[src/hdl/trie_longest_prefix_match_assert.svh]
// Assertion macros shared by the trie longest-prefix-match RTL.
`ifndef TRIE_LONGEST_PREFIX_MATCH_ASSERT_SVH
`define TRIE_LONGEST_PREFIX_MATCH_ASSERT_SVH

`ifndef ASSERT_OFF
// Check a property every clock edge, disabled while reset is high.
`define TLPM_ASSERT(lbl, clk, rst, prop) \
  lbl: assert property (@(posedge clk) disable iff (rst) prop) \
    else $error("assertion failed");
// Check a property every clock edge, reset included.
`define TLPM_ASSERT_ALWAYS(lbl, clk, prop) \
  lbl: assert property (@(posedge clk) prop) \
    else $error("assertion failed");
`else
`define TLPM_ASSERT(lbl, clk, rst, prop)
`define TLPM_ASSERT_ALWAYS(lbl, clk, prop)
`endif

`endif

[src/hdl/tlpm_pkg.sv]
// Types and constants of the trie longest-prefix-match block.
package tlpm_pkg;

  // Pool and key geometry
  localparam int MAX_NODES  = 1024;
  localparam int MAX_DIGITS = 10;
  localparam int ALPHABET   = 11;

  localparam int DIGIT_W = 4;
  localparam int KEY_W   = MAX_DIGITS * DIGIT_W;
  localparam int LEN_W   = 4;
  localparam int OP_W    = 2;
  localparam int NODE_W  = $clog2(MAX_NODES);
  localparam int NEXT_W  = $clog2(MAX_NODES + 1);
  localparam int CNT_W   = $clog2(MAX_DIGITS + 1);
  localparam int DIDX_W  = (MAX_DIGITS > 1) ? $clog2(MAX_DIGITS) : 1;
  localparam int SLOT_W  = $clog2(ALPHABET);

  // Configuration port
  localparam int APB_DATA_W  = 32;
  localparam int APB_ADDR_W  = 2;
  localparam logic [APB_ADDR_W-1:0] ADDR_KEY_LENGTH = 2'd0;
  localparam logic [LEN_W-1:0]      KEY_LENGTH_RESET = 4'd10;

  // One pool row holds the child links of one node
  typedef logic [ALPHABET-1:0][NODE_W-1:0] row_t;

  typedef enum logic [OP_W-1:0] {
    OP_INSERT = 2'd0,
    OP_QUERY  = 2'd1,
    OP_CLEAR  = 2'd2
  } op_t;

  typedef enum logic [1:0] {
    S_IDLE,
    S_WALK,
    S_FRESH,
    S_DONE
  } state_t;

endpackage

[src/hdl/tlpm_cfg.sv]
// APB register file holding the key length register.
module tlpm_cfg import tlpm_pkg::*; (
  input  logic                  clk,
  input  logic                  rst,
  input  logic                  psel,
  input  logic                  penable,
  input  logic                  pwrite,
  input  logic [APB_ADDR_W-1:0] paddr,
  input  logic [APB_DATA_W-1:0] pwdata,
  output logic [APB_DATA_W-1:0] prdata,
  output logic                  pready,
  output logic [LEN_W-1:0]      key_length
);

  logic wr_key_length;

  assign pready        = 1'b1;
  assign wr_key_length = psel && penable && pwrite && (paddr == ADDR_KEY_LENGTH);

  // Capture the register on the access beat
  always_ff @(posedge clk) begin
    if (rst) begin
      key_length <= KEY_LENGTH_RESET;
    end else if (wr_key_length) begin
      key_length <= pwdata[LEN_W-1:0];
    end
  end

  // Read back
  always_comb begin
    prdata = '0;
    if (paddr == ADDR_KEY_LENGTH) begin
      prdata = {{(APB_DATA_W - LEN_W){1'b0}}, key_length};
    end
  end

endmodule

[config.mk]
export PLATFORM = sky130hd
export DESIGN_NAME = tlpm_cfg
export DESIGN_NICKNAME = d
export VERILOG_FILES = /design/src/hdl/trie_longest_prefix_match_assert.svh /design/src/hdl/tlpm_pkg.sv /design/src/hdl/tlpm_cfg.sv
export SDC_FILE = /design/constraint.sdc
export NUM_CORES = 1
export LEC_CHECK = 0
export ABC_AREA = 0
export BUFFER_PORTS_ARGS = -buffer_cell sky130_fd_sc_hd__buf_4
export CAP_MARGIN = 20
export CORE_MARGIN = 4
export CORE_UTILIZATION = 26
export DETAILED_ROUTE_END_ITERATION = 8
export PLACE_DENSITY = 0.78
export SLEW_MARGIN = 20
export SYNTH_ARGS = -nofsm -noshare
export SYNTH_HDL_FRONTEND = slang
export SYNTH_SLANG_ARGS = --single-unit
[constraint.sdc]
create_clock -name clk -period 1.1 [get_ports clk]
set_input_delay 0.165 -clock clk [delete_from_list [all_inputs] [get_ports clk]]
set_output_delay 0.165 -clock clk [all_outputs]
set_load 0.05 [all_outputs]
# [Word level (Yosys, flattened, before mapping)]
# Index checks and enable logic that the tools add are counted.
[op_classes] n_mux=1 n_reduce_logical=4
[op_table] cell="4-bit two-way mux" count=1
[op_table] cell="1-bit logical AND" count=3
[op_table] cell="2-bit logical NOT" count=1
[totals] word_cells=6 inputBits=39 ff_bits=4 output_inout_bits=37

# [Depth between registers and ports, before layout]
# Gate-level depths: netlist of the first run.
[depth] word_depth=3 ltp_mapped=4 mapped_depth_nobuf=3

# [Least setup slack after synthesis of the first run]
# No wires, ideal clock.
[synth_timing] path_type="register -> output" startpoint="register key_length[0]" endpoint="output port prdata[0]" path_stages_with_launch=2 path_buffers=0 path_slack_ns=-0.090 arrival_time_ns=1.025 t_required_ns=0.935 path_cell_list="dfxtp_1 -> and2_2"
[synth_between] elab_chain_cells=1
[synth_lines] element="start, declared" line="tlpm_cfg.sv:12" source="output logic [LEN_W-1:0] key_length"
[synth_lines] element="start signal, assigned" line="tlpm_cfg.sv:25" source="key_length <= pwdata[LEN_W-1:0];"
[synth_lines] element="4-bit two-way mux" line="tlpm_cfg.sv:32" source="if (paddr == ADDR_KEY_LENGTH) begin"
[synth_lines] element="end, declared" line="tlpm_cfg.sv:10" source="output logic [APB_DATA_W-1:0] prdata,"
# Every way passes these cells.

# [Worst setup path after layout of the first run]
[layout_timing] startpoint="register key_length[2]" endpoint="output port prdata[2]"
# Same word-level chain as after synthesis.

==> results.toml, run 1 <==
[route]
firstDrtPassIters = 3
num_vias = 300
final_antenna_net_count = 0
drc = 0
vias_per_cell = 3.41
drt_iter0_drc = 2
wirelength_um = 777
wl_per_cell_um = 8.83

[cells_and_area]
fin_area_um2 = 497
final_core_util_pct = 31.9
largest_reg_flops = 4
fillers = 173
stdcell_count = 88
area_growth_syn_to_layout_pct = 12.5
antenna_cells = 0
reg_top3 = "key_length x4"
drive_above_1_share_pct = 41.7
nets = 113
regMostFlops = "key_length"

[pwr]
ir_drop_mv = 0.342
power_density_nw_per_um2 = 1270
combPwrFrac_pct = 46.6
switching_share_pct = 50.9
power_frac_clock_pct = 29.7
power.internal_w = 0.000310
p_sw_w = 0.000322
sequentialPowerShare_pct = 23.6
leakage_nw = 0.269

[outcome]
outcome = "complete, no violations"

[synth]
synth_edf_count = 0
ys_ff_latch = 4
synth_cell_types = 10
yosys_warnings = 0
synth_top_cell_by_area = "buf_4"
netlist_area_um2 = 442
yosysSeqAreaShare_pct = 18.1
synth_top_area_share_pct = 49.3
yosys.cell_count.top_type = "buf_4"
synth_area_per_cell_um2 = 8.18
synthTopCellsByArea = "buf_4, dfxtp_1, mux2i_1"
ys_async_sr_fraction_pct = 0
synthCells = 54
ys.flop_type = "dfxtp_1"

[clock_tree]
cts_htree_levels = 1
postCtsSetupBuffers = 0
worstSkewPairLatency_ns = 0.24
ctsHoldBuffers = 0
clkSlewWorstSetupHoldPaths_ns = 0.04
cts_inserted_buffers = 3
root_buffer = "clkbuf_4"
cts_buffer_depth = 2
clkSinkCount = 4
cts_tree = "yes"
cts_resized = 0

[place]
place_hpwl_um = 686
dp_cells = 85
port_buffers = 18
routabilityCongestion = 0.597
post_dp_cell_area_um2 = 474
post-place-ws_ns = 0.00104

[setup_path]
critPathLaunchType = "flop"
reg2reg_slack_ns = 0.50
critPathArrivalTime_ns = 0.90
critPathCaptureType = "output port"
crit_path_end = "prdata[2]"
startpoint = "key_length[2]"
r2r_start = "key_length[3]"
crit_fanout = 3
r2r_end = "key_length[3]"
crit_type = "reg -> out"
rr_worst_depth = 2
cp.required_ns = 0.94

[sta]
rsz0062_at_grt = "no"
fin_tns_setup_ns = 0
fmax_mhz = 939
fin_ws_ns = 0.0352
fin_crit_sh_pct = 96.8
slew_viol_final = 0
setup-violations-final = 0
skew_ns = 0
finalHoldViolCount = 0
fin_crit_ns = 1.06

[floorplan]
dieArea_um2 = 2420
num_rows = 14
fp.dieH_um = 49.2
coreArea_um2 = 1560
pin_count = 76
start_util_pct = 28.3
die_w_um = 49.2

[grt]
grt_usage_pct = 6.98
grt_overflow = 0
grt_pass1_vias = 249
grt_pass1_wl_um = 1210
grt_antenna_before_repair = 0
grt_max_degree = 9

[hold_path]
hold_path_class = "in -> reg"

[flow_run]
drv_cap = 0
## placed cells by master (no fill, tap or decap), drive strengths merged
cell type	count
and2	4
and4	1
buf	18
clkbuf	3
conb	29
dfxtp	4
mux2i	4
nand2b	4
nor2	5
## power groups by stage
stage / combinational [W] / sequential, W / clock (W)
2_1_floorplan: 0.000327 / 0.000158 / 0
3_3_place_gp: 0.000291 / 0.000152 / 0
3_5_place_dp: 0.000292 / 0.000152 / 0
4_1_cts: 0.000292 / 0.000150 / 0.000194
5_1_grt: 0.000305 / 0.000150 / 0.000202
6_report: 0.000295 / 0.000149 / 0.000188
## stage by stage
stage	hold WS, ns	total power (W)
global route	0.197	0.000657
detailed placement	0.433	0.000444
CTS	0.190	0.000636
floorplan	0.312	0.000485
global placement	0.423	0.000443
finish	0.185	0.000632
## worst max-delay path, cell delays in order (launching register included)
cell and delay [ns]:
dfxtp_2 0.32, and2_2 0.16, buf_4 0.18
## cell type report
type,instances,area (um2),area share (%)
clock buffers,3,22.5,4.53
multi-input cells,47,234,47.1
flip-flops and latches,4,85.1,17.1
well taps,16,20.0,4.03
repair buffers,18,135,27.2
## per-layer routing
metal	vias up	part of all wire [%]	track usage, %	wire, um
li1	144	-	-	-
met1	123	24	4.20	187
met2	30	53	13.2	408
met3	3	20	4.89	154
met4	0	3.5	5.69	27
met5	-	0	0	0
## worst min path at each step
stage	startpoint	end	slack, ns	cells after the start
after detailed placement	pwdata[3]	key_length[3]	0.43	3
after CTS	pwdata[1]	key_length[1]	0.19	3
after global placement	pwdata[1]	key_length[1]	0.42	3
after floorplan	pwdata[0]	key_length[0]	0.31	2
final	pwdata[1]	key_length[1]	0.18	3
after global routing	pwdata[2]	key_length[2]	0.20	3
## logic make-up after synthesis
family	share of synthesized area (%)
buffers and inverters	51.8
flip-flops	18.1
multiplexers	9.07
other	1.70
AND/OR/NAND/NOR	19.3
(Power assumes the default switching activity.)
==> run 2: changes to the inputs <==
==> constraint.sdc (replaced) <==
create_clock -name clk -period 1.1 [get_ports clk]
set_input_delay 0.165 -clock clk [delete_from_list [all_inputs] [get_ports clk]]
set_output_delay 0.165 -clock clk [all_outputs]
set_load 0.01 [all_outputs]
==> run 2 against run 1 <==
  * Global-route usage decreased by 0.94 points
  * Non-clock buffer count grew 1
  * Setup slack better by 0.046 ns
  * Power decreased by 31%
  * Utilization increased by 0.16 points
  * Critical path type unchanged
==> results.toml, run 2 (same netlist as run 1, synthesis figures left out) <==
[outcome]
outcome = "complete, no violations"

[setup_path]
r2r_start = "key_length[3]"
reg2reg_slack_ns = 0.48
startpoint = "key_length[3]"
critPathLaunchType = "flop"
cp_num_buf_inv = 1
crit_type = "reg -> out"
worstPathCellList = "and2_2 > buf_4"
crit_slowest_cell = "dfxtp_1"
critPathCaptureType = "output port"
max_stage_delay_ns = 0.32
cp.required_ns = 0.94
crit_fanout = 3
rr_worst_depth = 2
critPathArrivalTime_ns = 0.85
cpLargestDelayFamily = "flip-flops"
crit_path_end = "prdata[3]"
cp_num_cells = 2
r2r_end = "key_length[3]"

[floorplan]
fp.dieH_um = 49.2
pin_count = 76
start_util_pct = 28.3
die_w_um = 49.2
num_rows = 14
coreArea_um2 = 1560
dieArea_um2 = 2420

[sta]
skew_ns = 0
setup-violations-final = 0
fin_crit_sh_pct = 92.6
fmax_mhz = 982
fin_crit_ns = 1.02
slew_viol_final = 0
fin_tns_setup_ns = 0
rsz0062_at_grt = "no"
finalHoldViolCount = 0

[route]
drc = 0
vias_per_cell = 3.36
num_vias = 299
wl_per_cell_um = 8.93
drt_iter0_drc = 1
firstDrtPassIters = 2
final_antenna_net_count = 0
wirelength_um = 795

[place]
post_dp_cell_area_um2 = 477
routabilityCongestion = 0.620
port_buffers = 18
place_hpwl_um = 714

[cells_and_area]
nets = 114
area_growth_syn_to_layout_pct = 13.0
final_cell_mix = "conb_1, buf_4"
antenna_cells = 0
largest_reg_flops = 4
drive_above_1_share_pct = 37.0
regMostFlops = "key_length"
fin_area_um2 = 499
mostFrequentLayoutCell = "conb_1"
reg_top3 = "key_length x4"

[grt]
grt_max_degree = 9
grt_overflow = 0
grt_usage_pct = 6.04
grt_pass1_wl_um = 1070
grt_pass1_vias = 252
grt_antenna_before_repair = 0

[pwr]
power_density_nw_per_um2 = 872
leakage_nw = 0.274
ir_drop_mv = 0.309

[hold_path]
hold_path_class = "in -> reg"

[flow_run]
drv_cap = 0

[clock_tree]
cts_inserted_buffers = 3
cts_htree_levels = 1
cts_tree = "yes"
cts_buffer_depth = 2
ctsHoldBuffers = 0
clkSinkCount = 4
clkSlewWorstSetupHoldPaths_ns = 0.03
postCtsSetupBuffers = 0
cts_resized = 0
worstSkewPairLatency_ns = 0.23
root_buffer = "clkbuf_4"
==> run 2: cell count changes in the layout (fill, tap and decap cells not counted), sizes merged <==
cell / before / now
buf: 18 / 19
==> run 2: worst register-to-register path, delay by kind of cell, from the launching register on <==
kind / cells / cell delay [ns]
multiplexers: 1 / 0.07
AND/OR/NAND/NOR: 1 / 0.11
flip-flops: 1 / 0.32
==> run 2: routing by layer <==
metal  part of all wire (%)  GRT usage (%)  wire, um
met5                      0              0         0
met4                      0           4.27         0
met3                     17           3.67       133
met2                     60           12.9       476
met1                     23           2.94       185
==> run 2: layout make-up <==
cell class              instances  area [um2]
clock buffers                   3        22.5
fillers                       170        1060
multi-input cells              47         234
flip-flops and latches          4        80.1
well taps                      16        20.0
repair buffers                 19         143
==> run 2: power breakdown <==
group,switching [W],internal [W],total (W)
combinational,0.0000658,0.0000414,0.000107
clock,0.0000568,0.000122,0.000179
sequential,0.00000145,0.000148,0.000149
==> run 2: worst min path at each step <==
stage / startpoint / endpoint / slack, ns / cells past startpoint
floorplan: pwdata[0] / key_length[0] / 0.32 / 2
global placement: pwdata[1] / key_length[1] / 0.43 / 3
detailed placement: pwdata[3] / key_length[3] / 0.44 / 3
CTS: pwdata[3] / key_length[3] / 0.19 / 3
global route: pwdata[3] / key_length[3] / 0.21 / 3
finish: pwdata[3] / key_length[3] / 0.20 / 3
==> run 2: metrics by stage <==
stage | setup WS (ns) | std cells | util (%) | hold WS [ns] | power [W]
finish | 0.0814 | 89 | 32.0 | 0.199 | 0.000435
global route | 0.0474 | 89 | 32.0 | 0.215 | 0.000456
CTS | 0.0664 | 89 | 32.0 | 0.195 | 0.000444
detailed placement | 0.0507 | 86 | 30.6 | 0.440 | 0.000256
global placement | 0.0989 | 86 | 30.6 | 0.426 | 0.000255
floorplan | 0.270 | 81 | - | 0.320 | 0.000290
==> run 3: changes to the inputs <==
Settings changed: CORE_MARGIN 4 to unset.
==> run 3 against run 2 <==
  * Non-clock buffer count is the same
  * Power shrank 0.89%
  * Final area is the same
  * Highest routed layer is now met4
  * Sequential power is essentially flat
  * Global-route usage grew 1.7 points
  * Worst hold slack gained 0.0012 ns
  * Routed wire length shrank 23%
  * Combinational power is essentially flat
  * Setup slack lost 0.0024 ns
  * Clock skew is the same
  * Utilization grew 0.36 points
  * Critical endpoint is now prdata[0]
  * Sequential share of layout area is the same
==> results.toml, run 3 (same netlist as run 1, synthesis figures left out) <==
[cells_and_area]
largest_reg_flops = 4
nets = 114
area_growth_syn_to_layout_pct = 13.0
drive_above_1_share_pct = 37.0
reg_top3 = "key_length x4"
regMostFlops = "key_length"
antenna_cells = 0
mostFrequentLayoutCell = "conb_1"
final_cell_mix = "conb_1, buf_4"

[setup_path]
crit_type = "reg -> out"
critPathCaptureType = "output port"
critPathArrivalTime_ns = 0.86
rr_worst_depth = 2
cp.required_ns = 0.94
crit_fanout = 3
critPathLaunchType = "flop"

[route]
vias_per_cell = 3.40
met2_length_um = 354
wl_met1_um = 162
wl_met3_um = 81
firstDrtPassIters = 2
wirelength_um = 614
wl_per_cell_um = 6.90
drc = 0
drt_iter0_drc = 3
highest_layer = "met4"
num_vias = 303
final_antenna_net_count = 0

[grt]
grt_pass1_wl_um = 979
grt_overflow = 0
grt_usage_pct = 7.70
grt_pass1_vias = 254
grt_max_degree = 9
grt_antenna_before_repair = 0

[pwr]
power_frac_clock_pct = 41.0
ir_drop_mv = 0.331
power_density_nw_per_um2 = 864
combPwrFrac_pct = 24.3
switching_share_pct = 27.9
p_sw_w = 0.000120
sequentialPowerShare_pct = 34.6
leakage_nw = 0.274
power.internal_w = 0.000311

[clock_tree]
postCtsSetupBuffers = 0
clkSinkCount = 4
cts_resized = 0
cts_htree_levels = 1
cts_buffer_depth = 2
ctsHoldBuffers = 0
worstSkewPairLatency_ns = 0.23
cts_inserted_buffers = 3
clkSlewWorstSetupHoldPaths_ns = 0.04
cts_tree = "yes"
root_buffer = "clkbuf_4"

[floorplan]
num_rows = 14
start_util_pct = 28.7
fp.dieH_um = 43.2
die_w_um = 43.2
pin_count = 76
coreArea_um2 = 1540
dieArea_um2 = 1870

[sta]
finalHoldViolCount = 0
fin_tns_setup_ns = 0
rsz0062_at_grt = "no"
setup-violations-final = 0
fin_crit_ns = 1.02
fin_ws_ns = 0.0790
fmax_mhz = 979
slew_viol_final = 0
skew_ns = 0
fin_crit_sh_pct = 92.8

[hold_path]
hold_depth = 3
hold_path_class = "in -> reg"

[flow_run]
drv_cap = 0

[place]
port_buffers = 18
routabilityCongestion = 0.614
post-place-ws_ns = 0.0685

[outcome]
outcome = "complete, no violations"
-- run 3: worst paths after layout --
check                start            end  slack, ns
min              pwdata[0]  key_length[0]       0.20
max          key_length[0]      prdata[0]       0.08
min reg2reg  key_length[2]  key_length[2]       0.49
max reg2reg  key_length[1]  key_length[1]       0.49
-- run 3: worst max-delay path, cell delays in order (launching register included) --
cell and delay (ns):
dfxtp_1 0.32, and2_2 0.17, buf_4 0.13
-- run 3: through the flow --
step | cell area, um2 | total power, W | hold WS [ns] | utilization (%) | instances
after detailed placement | 477 | 0.000256 | 0.444 | 30.9 | 86
after global routing | 499 | 0.000464 | 0.217 | 32.4 | 89
final | 499 | 0.000431 | 0.200 | 32.4 | 89
after global placement | 477 | 0.000255 | 0.426 | 30.9 | 86
after CTS | 499 | 0.000439 | 0.196 | 32.4 | 89
after floorplan | 543 | 0.000290 | 0.320 | - | 81
-- run 3: final cells by class --
cell class / count / area [um2]
clock buffer: 3 / 22.5
fill: 172 / 1040
sequential: 4 / 80.1
tap: 16 / 20.0
timing repair buffer: 19 / 143
multi-input combinational: 47 / 234
-- run 3: power groups by stage --
stage / Sequential (W) / Clock [W] / Combinational (W)
3_5_place_dp: 0.000151 / 0 / 0.000105
4_1_cts: 0.000149 / 0.000185 / 0.000105
2_1_floorplan: 0.000152 / 0 / 0.000138
3_3_place_gp: 0.000151 / 0 / 0.000103
5_1_grt: 0.000149 / 0.000196 / 0.000118
6_report: 0.000149 / 0.000177 / 0.000105
-- run 3: per-layer routing --
layer  up-vias  GRT usage (%)
met4         0           7.27
met3         2           3.83
met1       127           6.14
met5         -              0
met2        27           13.1
li1        147              -
